**src/hdl/psos_pkg.sv**
```systemverilog
// ----------------------------------------------------------------------------
// psos_pkg
// Shared types and constants of the per-stock order statistics unit.
// ----------------------------------------------------------------------------
`default_nettype none

package psos_pkg;

  localparam int TABLE_ENTRIES = 256;
  localparam int IDX_W         = $clog2(TABLE_ENTRIES);
  localparam int USED_W        = IDX_W + 1;
  localparam int PAYLOAD_BITS  = 49;
  localparam int POS_W         = $clog2(PAYLOAD_BITS + 1);
  localparam int PKT_BITS      = 64;
  localparam int BIT_W         = $clog2(PKT_BITS + 1);
  localparam int STUFF_RUN     = 5;
  localparam int RUN_W         = $clog2(STUFF_RUN + 1);
  localparam int ID_W          = 32;
  localparam int SUM_W         = 40;
  localparam int CNT_W         = 32;

  // Destuffed payload handed from the front part to the back part.
  typedef logic [PAYLOAD_BITS-1:0] payload_t;

  // Statistics kept for one stock.
  typedef struct packed {
    logic [7:0]       min_sell;
    logic             has_sell;
    logic [7:0]       max_buy;
    logic             has_buy;
    logic [SUM_W-1:0] sum;
    logic [CNT_W-1:0] count;
  } stat_t;

  localparam int STAT_W = $bits(stat_t);

endpackage

`default_nettype wire

```
**src/hdl/psos_queue.sv**
```systemverilog
// ----------------------------------------------------------------------------
// psos_queue
// Two-entry queue of destuffed payloads between the front and back parts.
// ----------------------------------------------------------------------------
`default_nettype none

module psos_queue
  import psos_pkg::*;
(
  input  wire logic     clk,
  input  wire logic     rst_n,
  input  wire logic     push_valid,
  output logic          push_ready,
  input  wire payload_t push_data,
  output logic          pop_valid,
  input  wire logic     pop_ready,
  output payload_t      pop_data
);

  payload_t   mem_r [2];
  logic       wp_r, wp_nxt;
  logic       rp_r, rp_nxt;
  logic [1:0] cnt_r, cnt_nxt;
  logic       do_push, do_pop;

  assign push_ready = cnt_r != 2'd2;
  assign pop_valid  = cnt_r != 2'd0;
  assign pop_data   = mem_r[rp_r];
  assign do_push    = push_valid && push_ready;
  assign do_pop     = pop_valid && pop_ready;

  // Pointer and fill bookkeeping.
  always_comb begin
    wp_nxt  = do_push ? !wp_r : wp_r;
    rp_nxt  = do_pop ? !rp_r : rp_r;
    cnt_nxt = cnt_r + 2'(do_push) - 2'(do_pop);
  end

  always_ff @(posedge clk) begin
    if (!rst_n) begin
      wp_r  <= 1'b0;
      rp_r  <= 1'b0;
      cnt_r <= 2'd0;
    end else begin
      wp_r  <= wp_nxt;
      rp_r  <= rp_nxt;
      cnt_r <= cnt_nxt;
    end
    if (do_push) begin
      mem_r[wp_r] <= push_data;
    end
  end

endmodule

`default_nettype wire

```
**config.mk**
```make
export PLATFORM = sky130hd
export DESIGN_NAME = psos_queue
export DESIGN_NICKNAME = d
export VERILOG_FILES = /design/src/hdl/psos_pkg.sv /design/src/hdl/psos_queue.sv
export SDC_FILE = /design/constraint.sdc
export NUM_CORES = 1
export LEC_CHECK = 0
export BUFFER_PORTS_ARGS = -buffer_cell sky130_fd_sc_hd__buf_2
export CORE_MARGIN = 1.5
export CORE_UTILIZATION = 40
export CTS_CLUSTER_DIAMETER = 80
export CTS_CLUSTER_SIZE = 25
export DETAILED_ROUTE_END_ITERATION = 12
export PLACE_DENSITY = 0.63
export SETUP_SLACK_MARGIN = 0.1
export SLEW_MARGIN = 20
export SYNTH_ARGS = -nofsm -noshare
export SYNTH_HDL_FRONTEND = slang
export SYNTH_SLANG_ARGS = --single-unit
```
**constraint.sdc**
```tcl
create_clock -name clk -period 3 [get_ports clk]
set_input_delay 0.3 -clock clk [delete_from_list [all_inputs] [get_ports clk]]
set_output_delay 0.3 -clock clk [all_outputs]
set_load 0.01 [all_outputs]
```
==> flow_summary.yaml <==
global_routing:
  gr-total-overflow: 0
  grtUsageTotal_pct: 13.10
  grt_pass1_wl_mm: 9.715
  grt_max_degree: 50
  antenna_found_initial: 0
  grt_pass1_vias: 2019
finish:
  most-common-layout-cells: "103 x buf_2, 98 x edfxtp_1, 43 x mux2_2"
  drive_above_1_share_pct: 56.52
  nets: 348
  syn_to_final_growth_pct: 23.05
  final_common_cell: "buf_2"
  final_core_util_pct: 50.69
  diodes: 0
yosys:
  synthFlopType: "edfxtp_1"
  syn_area_um2: 3789
  synthArstFlopShare_pct: 0
  netlist_instances: 182
  synth_cell_types: 25
  synthesis.nets: 236
  synth-seq-cells: 103
  yosys_warnings: 0
  ys_seq_area_share_pct: 80.32
  syn_avg_cell_area_um2: 20.82
  synth_edf_count: 98
timing:
  fin_crit_ns: 2.082
  finalSetupTns_ns: 0
  period_share_pct: 69.42
  grt_setup_unrepaired: "false"
  slew_viol_final: 0
  relSlewSlack_pct: 55.68
  finalSetupViolations: 0
  timing.fmax_mhz: 480.2
  timing.final.hold_violations: 0
  worst_pin_slew_ns: 0.6647
  fin_skew_ns: 0.01006
clock_network:
  cts_num_sinks: 103
  cts_max_level: 3
  clockBufferDepth: 2
  cts_tree: "yes"
  cts_root_buffer: "clkbuf_8"
  cts_inserted_buffers: 9
  post_cts_buffers: 0
  clock_latency_ns: 0.35
  cts_resized: 0
  clk_transition_reported_paths_ns: 0.10
  cts-hold-fix-buffers: 0
worst_setup_path:
  cp.required_ns: 2.70
  critPathMaxStageDelay_ns: 0.53
  critPathMaxFanout: 49
  path_class: "reg2out"
  cp_slowest_cell: "buf_4"
  regToRegSetupSlack_ns: 1.19
  start_kind: "flip-flop"
  worstPathBufferInverterCount: 2
  critPathTopFamily: "buffers and inverters"
  endpoint_kind: "primary output"
  path_cells: "buf_4 > mux2_2 > buf_2"
  worst-endpoint-arrival_ns: 1.78
pwr:
  finalPower_uw: 3422
  ir_drop_v: 0.0003823
  cellLeakagePower_uw: 0.001738
  power.density_nw_per_um2: 733.9
die:
  fp.dieArea_um2: 10060
  die_x_um: 100.3
  die_h_um: 100.3
  boundaryPins: 104
  rows: 35
  start_util_pct: 41.20
  core_um2: 9196
flow_run:
  maxCapViolations: 0
drt:
  vias: 1989
  drt-vias-per-instance: 4.851
  wirelength_mm: 6.456
  drtIter0Drc: 27
  wl_per_cell_um: 15.75
  ant_nets: 0
  drc_errors: 0
  drt_pass1_iterations: 3
worst_hold_path:
  hold_class: "in2reg"
place:
  portBuffers: 103
  finalWeightedCongestion: 0.6989
status:
  status: "finished clean"
-- worst register-to-register path: cells and delay by family (launching register included) --
family	cells	cell delay (ns)
buffers and inverters	1	0.28
DFF	1	0.42
and+or+nand+nor	2	0.80
-- flip-flops by register name (all words and copies together) (netlist names), named ones only --
name   count
cnt_r      2
rp_r       1
mem_r     98
wp_r       1
-- worst paths after layout --
| check | from | end | depth (start not counted) |
|---|---|---|---|
| worst min-delay path | push_data[3] | mem_r[1][3] | 1 |
| worst min register to register | rp_r | flip-flop | 2 |
| worst max register to register | cnt_r[0] | mem_r[1][25] | 3 |
| worst max-delay path | flip-flop | pop_data[30] | 3 |
-- routing by layer --
layer,part of all wire (%),global-route usage [%],vias up
li1,-,-,936
met1,43,15.23,973
met2,47,21.66,73
met3,8.7,5.780,7
met4,1.1,4.550,0
met5,0,0,-
-- kinds of logic after synthesis --
logic type	count (synthesis)	share of synthesized area (%)
buf+inv	7	0.9906
compound gates	6	1.156
flops	103	80.32
mux	49	14.56
xor+xnor	1	0.2312
simple gates	15	2.411
fa+ha+maj	1	0.3302
-- synth_stat cells (2+ instances only) --
master / count / area [um^2]
and3_1: 2 / 12.51
buf_2: 3 / 15.01
buf_4: 2 / 15.01
dfxtp_1: 5 / 100.1
edfxtp_1: 98 / 2943
inv_1: 2 / 7.510
mux2_1: 6 / 67.56
mux2_2: 43 / 484.2
nor2_1: 4 / 15.01
o21ai_0: 2 / 10.01
-- stage by stage --
step           instance area [um^2]  std cells  worst slack, ns  hold slack (ns)
2_1_floorplan                  3789        182           0.7403           0.3989
3_3_place_gp                   4451        394            1.202           0.4867
3_5_place_dp                   4451        394            1.169           0.4917
4_1_cts                        4662        410           0.8620           0.1125
5_1_grt                        4662        410           0.8056           0.1046
6_report                       4662        410           0.9175           0.1298
-- area by class of cell --
class | count | area [um^2]
clock buffers | 10 | 127.6
clock inverters | 6 | 83.83
fillers | 798 | 4534
inverters | 2 | 7.507
multi-input cells | 72 | 709.4
flip-flops and latches | 103 | 3044
well taps | 111 | 138.9
repair buffers | 106 | 550.5
-- power breakdown --
group          switching, uW  leakage (uW)  internal (uW)
Clock                    434      0.000102            468
Combinational            390      0.000677            347
Sequential              38.4      0.000958           1740
Note: power is estimated with default switching activity, not from simulation.
