<file path="config.mk">
export PLATFORM = sky130hd
export DESIGN_NAME = psos_front
export DESIGN_NICKNAME = d
export VERILOG_FILES = /design/src/hdl/psos_pkg.sv /design/src/hdl/psos_front.sv
export SDC_FILE = /design/constraint.sdc
export NUM_CORES = 1
export LEC_CHECK = 0
export BUFFER_PORTS_ARGS = -buffer_cell sky130_fd_sc_hd__clkbuf_2
export CELL_PAD_IN_SITES_DETAIL_PLACEMENT = 0
export CELL_PAD_IN_SITES_GLOBAL_PLACEMENT = 1
export CORE_MARGIN = 2
export CORE_UTILIZATION = 42
export DETAILED_ROUTE_END_ITERATION = 10
export GPL_TIMING_DRIVEN = 1
export MAX_ROUTING_LAYER = met4
export PLACE_DENSITY_LB_ADDON = 0.25
export SLEW_MARGIN = 20
export SYNTH_ARGS = -nofsm -noshare
export SYNTH_HDL_FRONTEND = slang
export SYNTH_SLANG_ARGS = --single-unit
export TNS_END_PERCENT = 5
</file>
<file path="constraint.sdc">
create_clock -name clk -period 3.9 [get_ports clk]
set_input_delay 0.195 -clock clk [delete_from_list [all_inputs] [get_ports clk]]
set_output_delay 0.195 -clock clk [all_outputs]
set_load 0.01 [all_outputs]
</file>
<file path="src/hdl/psos_pkg.sv">
// ----------------------------------------------------------------------------
// psos_pkg
// Shared types and constants of the per-stock order statistics unit.
// ----------------------------------------------------------------------------
`default_nettype none

package psos_pkg;

  localparam int TABLE_ENTRIES = 256;
  localparam int IDX_W         = $clog2(TABLE_ENTRIES);
  localparam int USED_W        = IDX_W + 1;
  localparam int PAYLOAD_BITS  = 49;
  localparam int POS_W         = $clog2(PAYLOAD_BITS + 1);
  localparam int PKT_BITS      = 64;
  localparam int BIT_W         = $clog2(PKT_BITS + 1);
  localparam int STUFF_RUN     = 5;
  localparam int RUN_W         = $clog2(STUFF_RUN + 1);
  localparam int ID_W          = 32;
  localparam int SUM_W         = 40;
  localparam int CNT_W         = 32;

  // Destuffed payload handed from the front part to the back part.
  typedef logic [PAYLOAD_BITS-1:0] payload_t;

  // Statistics kept for one stock.
  typedef struct packed {
    logic [7:0]       min_sell;
    logic             has_sell;
    logic [7:0]       max_buy;
    logic             has_buy;
    logic [SUM_W-1:0] sum;
    logic [CNT_W-1:0] count;
  } stat_t;

  localparam int STAT_W = $bits(stat_t);

endpackage

`default_nettype wire

</file>
<file path="src/hdl/psos_front.sv">
// ----------------------------------------------------------------------------
// psos_front
// Accepts raw packets and removes the stuffed bits, one input bit a cycle.
// ----------------------------------------------------------------------------
`default_nettype none

module psos_front
  import psos_pkg::*;
(
  input  wire logic                clk,
  input  wire logic                rst_n,
  input  wire logic                in_valid,
  output logic                     in_ready,
  input  wire logic [PKT_BITS-1:0] in_raw_packet,
  output logic                     push_valid,
  input  wire logic                push_ready,
  output payload_t                 push_data
);

  logic [PKT_BITS-1:0] pkt_r, pkt_nxt;
  logic [BIT_W-1:0]    bit_r, bit_nxt;
  logic [POS_W-1:0]    pos_r, pos_nxt;
  logic [RUN_W-1:0]    ones_r, ones_nxt;
  logic                skip_r, skip_nxt;
  logic                busy_r, busy_nxt;
  logic                done_r, done_nxt;
  payload_t            res_r, res_nxt;

  assign in_ready   = !busy_r && !done_r;
  assign push_valid = done_r;
  assign push_data  = res_r;

  // Destuffing walk: a run of five ones drops the following input bit.
  always_comb begin
    pkt_nxt  = pkt_r;
    bit_nxt  = bit_r;
    pos_nxt  = pos_r;
    ones_nxt = ones_r;
    skip_nxt = skip_r;
    busy_nxt = busy_r;
    done_nxt = done_r;
    res_nxt  = res_r;
    if (in_valid && in_ready) begin
      pkt_nxt  = in_raw_packet;
      bit_nxt  = '0;
      pos_nxt  = '0;
      ones_nxt = '0;
      skip_nxt = 1'b0;
      res_nxt  = '0;
      busy_nxt = 1'b1;
    end else if (busy_r) begin
      if (bit_r == BIT_W'(PKT_BITS) || pos_r == POS_W'(PAYLOAD_BITS)) begin
        busy_nxt = 1'b0;
        done_nxt = 1'b1;
      end else begin
        if (skip_r) begin
          skip_nxt = 1'b0;
        end else if (pkt_r[bit_r[BIT_W-2:0]]) begin
          res_nxt[pos_r] = 1'b1;
          pos_nxt        = pos_r + POS_W'(1);
          if (ones_r == RUN_W'(STUFF_RUN - 1)) begin
            ones_nxt = '0;
            skip_nxt = 1'b1;
          end else begin
            ones_nxt = ones_r + RUN_W'(1);
          end
        end else begin
          ones_nxt = '0;
          pos_nxt  = pos_r + POS_W'(1);
        end
        bit_nxt = bit_r + BIT_W'(1);
      end
    end else if (done_r && push_ready) begin
      done_nxt = 1'b0;
    end
  end

  always_ff @(posedge clk) begin
    if (!rst_n) begin
      busy_r <= 1'b0;
      done_r <= 1'b0;
    end else begin
      busy_r <= busy_nxt;
      done_r <= done_nxt;
    end
    pkt_r  <= pkt_nxt;
    bit_r  <= bit_nxt;
    pos_r  <= pos_nxt;
    ones_r <= ones_nxt;
    skip_r <= skip_nxt;
    res_r  <= res_nxt;
  end

endmodule

`default_nettype wire

</file>
==> results.json, run 1 <==
{
  "final_nets": 662,
  "die_area_um2": 12900,
  "fillCellCount": 950,
  "post_dp_cell_area_um2": 5740,
  "ys_warn_count": 0,
  "tightestPinTransition_ps": 1070,
  "gp_congestion": 0.751,
  "num_antenna_cells": 0,
  "skew_ps": 6.74,
  "clk_path_buf_depth": 2,
  "vias_per_cell": 5.09,
  "synth_largest_area_cell": "edfxtp_1",
  "setup_tns_ps": 0,
  "crit_type": "reg -> reg",
  "clk_latency_ps": 420,
  "grt_start_max_net_pins": 94,
  "multi_input_area_um2": 1550,
  "p_leak_nw": 2.81,
  "syn_inst": 402,
  "period_share_pct": 76.5,
  "finalSetupViolCount": 0,
  "synth_flop_cell": "dfxtp_1",
  "busiest_layer": "met2",
  "drt_wl_total_um": 12000,
  "grt_overflow": 0,
  "use_met2_pct": 32.3,
  "status": "completed",
  "first_pass_iters": 4,
  "cts_sinks": 132,
  "io_pins": 119,
  "ant_nets": 0,
  "synth_area_per_cell_um2": 12.6,
  "route.detailed.drc": 0,
  "cts_root_buf": "clkbuf_16",
  "cts_inserted_buffers": 17,
  "grt_usage_pct": 20.0,
  "rows": 40,
  "numPortBuffers": 118,
  "routedWlPerCell_um": 16.1,
  "hold_path.class": "in -> reg",
  "vias": 3808,
  "die_w_um": 114,
  "core_um2": 11900,
  "relSlewSlack_pct": 28.7,
  "synth_nets": 476,
  "dpl.hpwl_um": 7480,
  "drive_gt1_share_pct": 29.5,
  "cts-htree-levels": 4,
  "finalHoldViolCount": 0,
  "design_area_um2": 7060,
  "cts.reportedPaths.clkPinSlew_ps": 60,
  "die_y_um": 114,
  "fin_total_pwr_mw": 3.87,
  "grt_pass1_vias": 3777,
  "dp.cells": 650,
  "grt_use_met1_pct": 24.2,
  "rsz0062_at_grt": "no",
  "cts_tree": "yes",
  "cts_resized": 0,
  "drt-initial-drc-count": 289,
  "critPathRequiredTime_ps": 4210,
  "critPathLaunchType": "flip-flop",
  "synthTopCellsByArea": "edfxtp_1 (38%), dfxtp_1 (27%), mux4_2 (7.1%)",
  "worst_ir_drop_vdd_uv": 333,
  "synth_seq_area_share_pct": 65.0,
  "antenna_found_initial": 0,
  "fmax_ghz": 0.335,
  "yosys.area.top_type_share_pct": 38.0,
  "synth.distinct_cells": 35,
  "syn2layout_area_growth_pct": 39.8,
  "ys_ff_latch": 132,
  "slew_viol_final": 0,
  "grt_pass1_wl_um": 18900,
  "p_per_area_nw_per_um2": 549,
  "async_flop_share_pct": 0,
  "crit_path_end_kind": "flip-flop",
  "register_area_um2": 3280,
  "cp_max_fo": 54,
  "synth_area_um2": 5050,
  "met3_usage_pct": 5.21,
  "max-cap-violations": 0,
  "initial_core_util_pct": 42.6,
  "critPathArrivalTime_ps": 3290,
  "synth_edf_count": 64,
  "min_period_ps": 2990,
  "final_cell_mix": "clkbuf_2 (118), dfxtp_1 (68), dlygate4sd3_1 (65)",
  "instances_no_fill": 748,
  "final_common_cell": "clkbuf_2"
}
==> kinds of logic (layout without fill, tap and decap cells) <==
kind of cell / Yosys count / in the layout / synth area share [%]
flops: 132 / 132 / 65.0
simple gates: 125 / 125 / 11.3
compound gates: 73 / 73 / 9.22
buf+inv: 41 / 240 / 4.29
mux: 16 / 16 / 7.13
xor+xnor: 9 / 9 / 1.56
fa+ha+maj: 6 / 6 / 1.49
==> critical path, stage by stage (launching register included) <==
cell	delay, ps
dfxtp_1	630
buf_4	350
mux4_2	550
a22oi_1	190
a311oi_1	110
or4_1	410
buf_4	310
a31oi_1	240
nor2_1	60
==> path summary, 6_finish.rpt <==
check,to,from,depth (start not counted),slack [ps]
max,push_data[15]$_SDFFE_PP0P_,bit_r[0]$_SDFFE_PP0P_,8,910
min,push_valid$_SDFFE_PN0P_,push_ready,4,100
min reg2reg,push_data[48]$_SDFFE_PP0P_,push_data[48]$_SDFFE_PP0P_,2,440
max reg2reg,push_data[15]$_SDFFE_PP0P_,bit_r[0]$_SDFFE_PP0P_,8,910
==> power by group <==
group | internal, mW | switching (mW)
Clock | 1.13 | 0.588
Sequential | 1.55 | 0.0642
Combinational | 0.255 | 0.290
Total | 2.93 | 0.941
==> cells in the mapped netlist, types with 5 or more instances <==
master	count
ha_1	6
a31oi_1	48
nand4_1	5
nand2_1	22
clkbuf_1	18
dfxtp_1	68
nor2b_1	5
xor2_1	5
a22oi_1	5
nand3_1	11
buf_6	8
inv_1	13
edfxtp_1	64
nor2_1	61
mux4_2	16
a21oi_1	10
==> layer usage <==
metal | vias to the layer above | routed length, µm | share of wire (%)
li1 | 1859 | - | -
met1 | 1840 | 5290 | 44
met2 | 88 | 6070 | 50
met3 | 21 | 480 | 4.0
met4 | 0 | 198 | 1.6
met5 | - | 0 | 0
==> layout make-up <==
| class | instances | share of cell area (%) |
|---|---|---|
| Sequential cell | 132 | 46.5 |
| Multi-Input combinational cell | 229 | 22.0 |
| Timing Repair Buffer | 195 | 19.1 |
| Clock buffer | 18 | 6.08 |
| Clock inverter | 14 | 2.98 |
| Tap cell | 147 | 2.60 |
| Inverter | 13 | 0.691 |
==> sequential cells by signal (all words and copies together), names as in the netlist <==
signal,count
bit_r,7
busy_r,1
ones_r,3
pkt_r,64
pos_r,6
push_data,49
push_valid,1
skip_r,1
==> repair_timing <==
item	in CTS	in global routing
hold buffers	65	0
buffers inserted	0	0
endpoints found under the hold margin	65	0
==> stage by stage <==
| step | utilization, % | setup WS [ps] | hold WS [ps] |
|---|---|---|---|
| detailed placement | 48.4 | 821 | 374 |
| finish | 59.5 | 915 | 98.6 |
| CTS | 59.3 | 818 | 83.6 |
| floorplan | - | 637 | 294 |
| global placement | 48.4 | 849 | 371 |
| global route | 59.5 | 640 | 115 |
Power figures use the tool's default switching activity.
==> run 2: changes to the inputs <==
--- a/config.mk
+++ b/config.mk
@@ -5,11 +5,12 @@
 export SDC_FILE = /design/constraint.sdc
 export NUM_CORES = 1
 export LEC_CHECK = 0
+export ABC_AREA = 1
 export BUFFER_PORTS_ARGS = -buffer_cell sky130_fd_sc_hd__clkbuf_2
 export CELL_PAD_IN_SITES_DETAIL_PLACEMENT = 0
 export CELL_PAD_IN_SITES_GLOBAL_PLACEMENT = 1
 export CORE_MARGIN = 2
-export CORE_UTILIZATION = 42
+export CORE_UTILIZATION = 40
 export DETAILED_ROUTE_END_ITERATION = 10
 export GPL_TIMING_DRIVEN = 1
 export MAX_ROUTING_LAYER = met4
==> constraint.sdc (replaced) <==
create_clock -name clk -period 2.9 [get_ports clk]
set_input_delay 0.145 -clock clk [delete_from_list [all_inputs] [get_ports clk]]
set_output_delay 0.145 -clock clk [all_outputs]
set_load 0.01 [all_outputs]
==> results.json, run 2 <==
{
  "routedWlPerCell_um": 13.2,
  "clk_path_buf_depth": 2,
  "cts.reportedPaths.clkPinSlew_ps": 60,
  "clk_latency_ps": 420,
  "numPortBuffers": 118,
  "drive_gt1_share_pct": 19.7,
  "sw_frac_of_total_pct": 26.8,
  "synth.distinct_cells": 23,
  "post-place-ws_ps": 593,
  "synth_flop_cell": "dfxtp_1",
  "grt_usage_pct": 19.7,
  "ys_warn_count": 0,
  "worst_ir_drop_vdd_uv": 508,
  "finalHoldViolCount": 0,
  "die_area_um2": 14900,
  "critPathRequiredTime_ps": 3240,
  "fmax_ghz": 0.435,
  "register_area_um2": 3280,
  "async_flop_share_pct": 0,
  "synth_edf_count": 64,
  "p_per_area_nw_per_um2": 683,
  "slew_viol_final": 0,
  "fillCellCount": 1254,
  "vias": 4644,
  "fin_total_pwr_mw": 5.16,
  "die_y_um": 122,
  "crit_type": "reg -> reg",
  "critPathLaunchType": "flip-flop",
  "ant_nets": 0,
  "pwr-share-seq_pct": 41.2,
  "yosys.area.top_type_share_pct": 34.5,
  "drt-initial-drc-count": 265,
  "ys_ff_latch": 132,
  "synth_seq_area_share_pct": 59.0,
  "cts_root_buf": "clkbuf_16",
  "period_share_pct": 79.2,
  "die_w_um": 122,
  "tightestPinTransition_ps": 974,
  "gp_congestion": 0.882,
  "skew_ps": 17.3,
  "internal_power_mw": 3.78,
  "antenna_found_initial": 0,
  "post_cts_buffers": 0,
  "whs_ps": 39.1,
  "final_cell_mix": "nand2_1 (137), clkbuf_2 (118), inv_1 (117)",
  "first_pass_iters": 5,
  "relSlewSlack_pct": 34.6,
  "max-cap-violations": 0,
  "grt_start_max_net_pins": 54,
  "min_period_ps": 2300,
  "initial_core_util_pct": 40.6,
  "grt_overflow": 0,
  "setup_tns_ps": 0,
  "fin_ws_ps": 604,
  "synth_nets": 710,
  "post-route-util_pct": 55.1,
  "crit_path_end_kind": "flip-flop",
  "grt_pass1_vias": 4456,
  "rows": 43,
  "critPathArrivalTime_ps": 2640,
  "p_sw_mw": 1.38,
  "synth_area_um2": 5570,
  "cts_sinks": 132,
  "cp_max_fo": 36,
  "synth_common_cells": "nand2_1 (137), inv_1 (117), nand3_1 (86)",
  "rsz0062_at_grt": "no",
  "pwr-share-comb_pct": 15.2,
  "largest_reg_flops": 64,
  "synthMostInstantiatedCell": "nand2_1",
  "regMostFlops": "pkt_r",
  "p_leak_nw": 3.30,
  "route.detailed.drc": 0,
  "num_antenna_cells": 0,
  "multi_input_area_um2": 1640,
  "grt_pass1_wl_um": 21900,
  "cts_inserted_buffers": 17,
  "core_um2": 13700,
  "synth_largest_area_cell": "edfxtp_1",
  "status": "completed",
  "hold_path.class": "in -> reg",
  "synthTopCellsByArea": "edfxtp_1 (35%), dfxtp_1 (24%), nand2_1 (9.2%)",
  "vias_per_cell": 4.58,
  "dpl.hpwl_um": 8490,
  "drt_wl_total_um": 13400,
  "synth_area_per_cell_um2": 8.76,
  "finalSetupViolCount": 0,
  "final_common_cell": "nand2_1",
  "cts-htree-levels": 4,
  "clkPwrFrac_pct": 43.6,
  "syn2layout_area_growth_pct": 35.7,
  "io_pins": 119,
  "syn_inst": 636,
  "final_nets": 895,
  "cts_tree": "yes"
}
## run 2: cell types whose count changed after synthesis, moves of 16 or more
cell	change
a21oi_1	+56
a31oi_1	-48
inv_1	+104
mux4_2	-16
nand2_1	+115
nand3_1	+75
nor2_1	-28
## run 2: worst max-delay path: stages, from the launching register on
cell	delay [ps]
dfxtp_1	400
inv_6	140
ha_1	220
nand4_1	100
nand3_1	110
nor2_2	90
buf_4	190
inv_2	130
nor2_1	520
nand3_1	160
a21oi_1	150
## run 2: final cells by class
class / count / area share, %
flip-flops and latches: 132 / 43.4
multi-input cells: 358 / 21.7
repair buffers: 191 / 17.4
clock buffers: 20 / 6.62
inverters: 121 / 6.14
well taps: 180 / 2.98
clock inverters: 12 / 1.75
## run 2: path summary, 6_finish.rpt
| path | end | cells after the start | slack (ps) | start |
|---|---|---|---|---|
| max | push_data[11]$_SDFFE_PP0P_ | 10 | 600 | bit_r[0]$_SDFFE_PP0P_ |
| min | push_valid$_SDFFE_PN0P_ | 4 | 40 | push_ready |
| max reg2reg | push_data[11]$_SDFFE_PP0P_ | 10 | 600 | bit_r[0]$_SDFFE_PP0P_ |
| min reg2reg | push_data[48]$_SDFFE_PP0P_ | 2 | 450 | push_data[48]$_SDFFE_PP0P_ |
## run 2: stage by stage
step,area (µm²),cells
2_1_floorplan,5580,636
3_3_place_gp,6270,917
3_5_place_dp,6270,917
4_1_cts,7560,1014
5_1_grt,7560,1014
6_report,7560,1014
## run 2: kinds of logic (layout without fill, tap and decap cells)
family	after synthesis	after routing	share of synthesized area, %
and+or+nand+nor	272	272	20.8
buffers and inverters	146	344	11.6
DFF	132	132	59.0
AOI/OAI and AO/OA	79	79	7.10
adders and majority gates	6	6	1.35
xor gates and xnor gates	1	1	0.157
## run 2: repair_timing
| action | CTS | global route |
|---|---|---|
| hold buffers | 65 | 0 |
| endpoints found under the setup margin | 0 | 0 |
| resized for setup | 0 | 0 |
| hold endpoints to repair | 66 | 0 |
## run 2: per-layer routing
metal	vias to the layer above	GRT usage (%)	routed length, µm
met1	2123	26.1	6530
met3	11	4.73	633
met5	-	-	0
li1	2408	-	-
met4	0	6.68	125
met2	102	29.6	6110
## run 2: power groups by stage
stage	Clock [mW]	Combinational [mW]	Sequential [mW]
6_report	2.25	0.785	2.13
3_5_place_dp	0	0.719	2.17
3_3_place_gp	0	0.709	2.17
2_1_floorplan	0	0.601	2.16
4_1_cts	2.30	0.791	2.13
5_1_grt	2.38	0.900	2.14
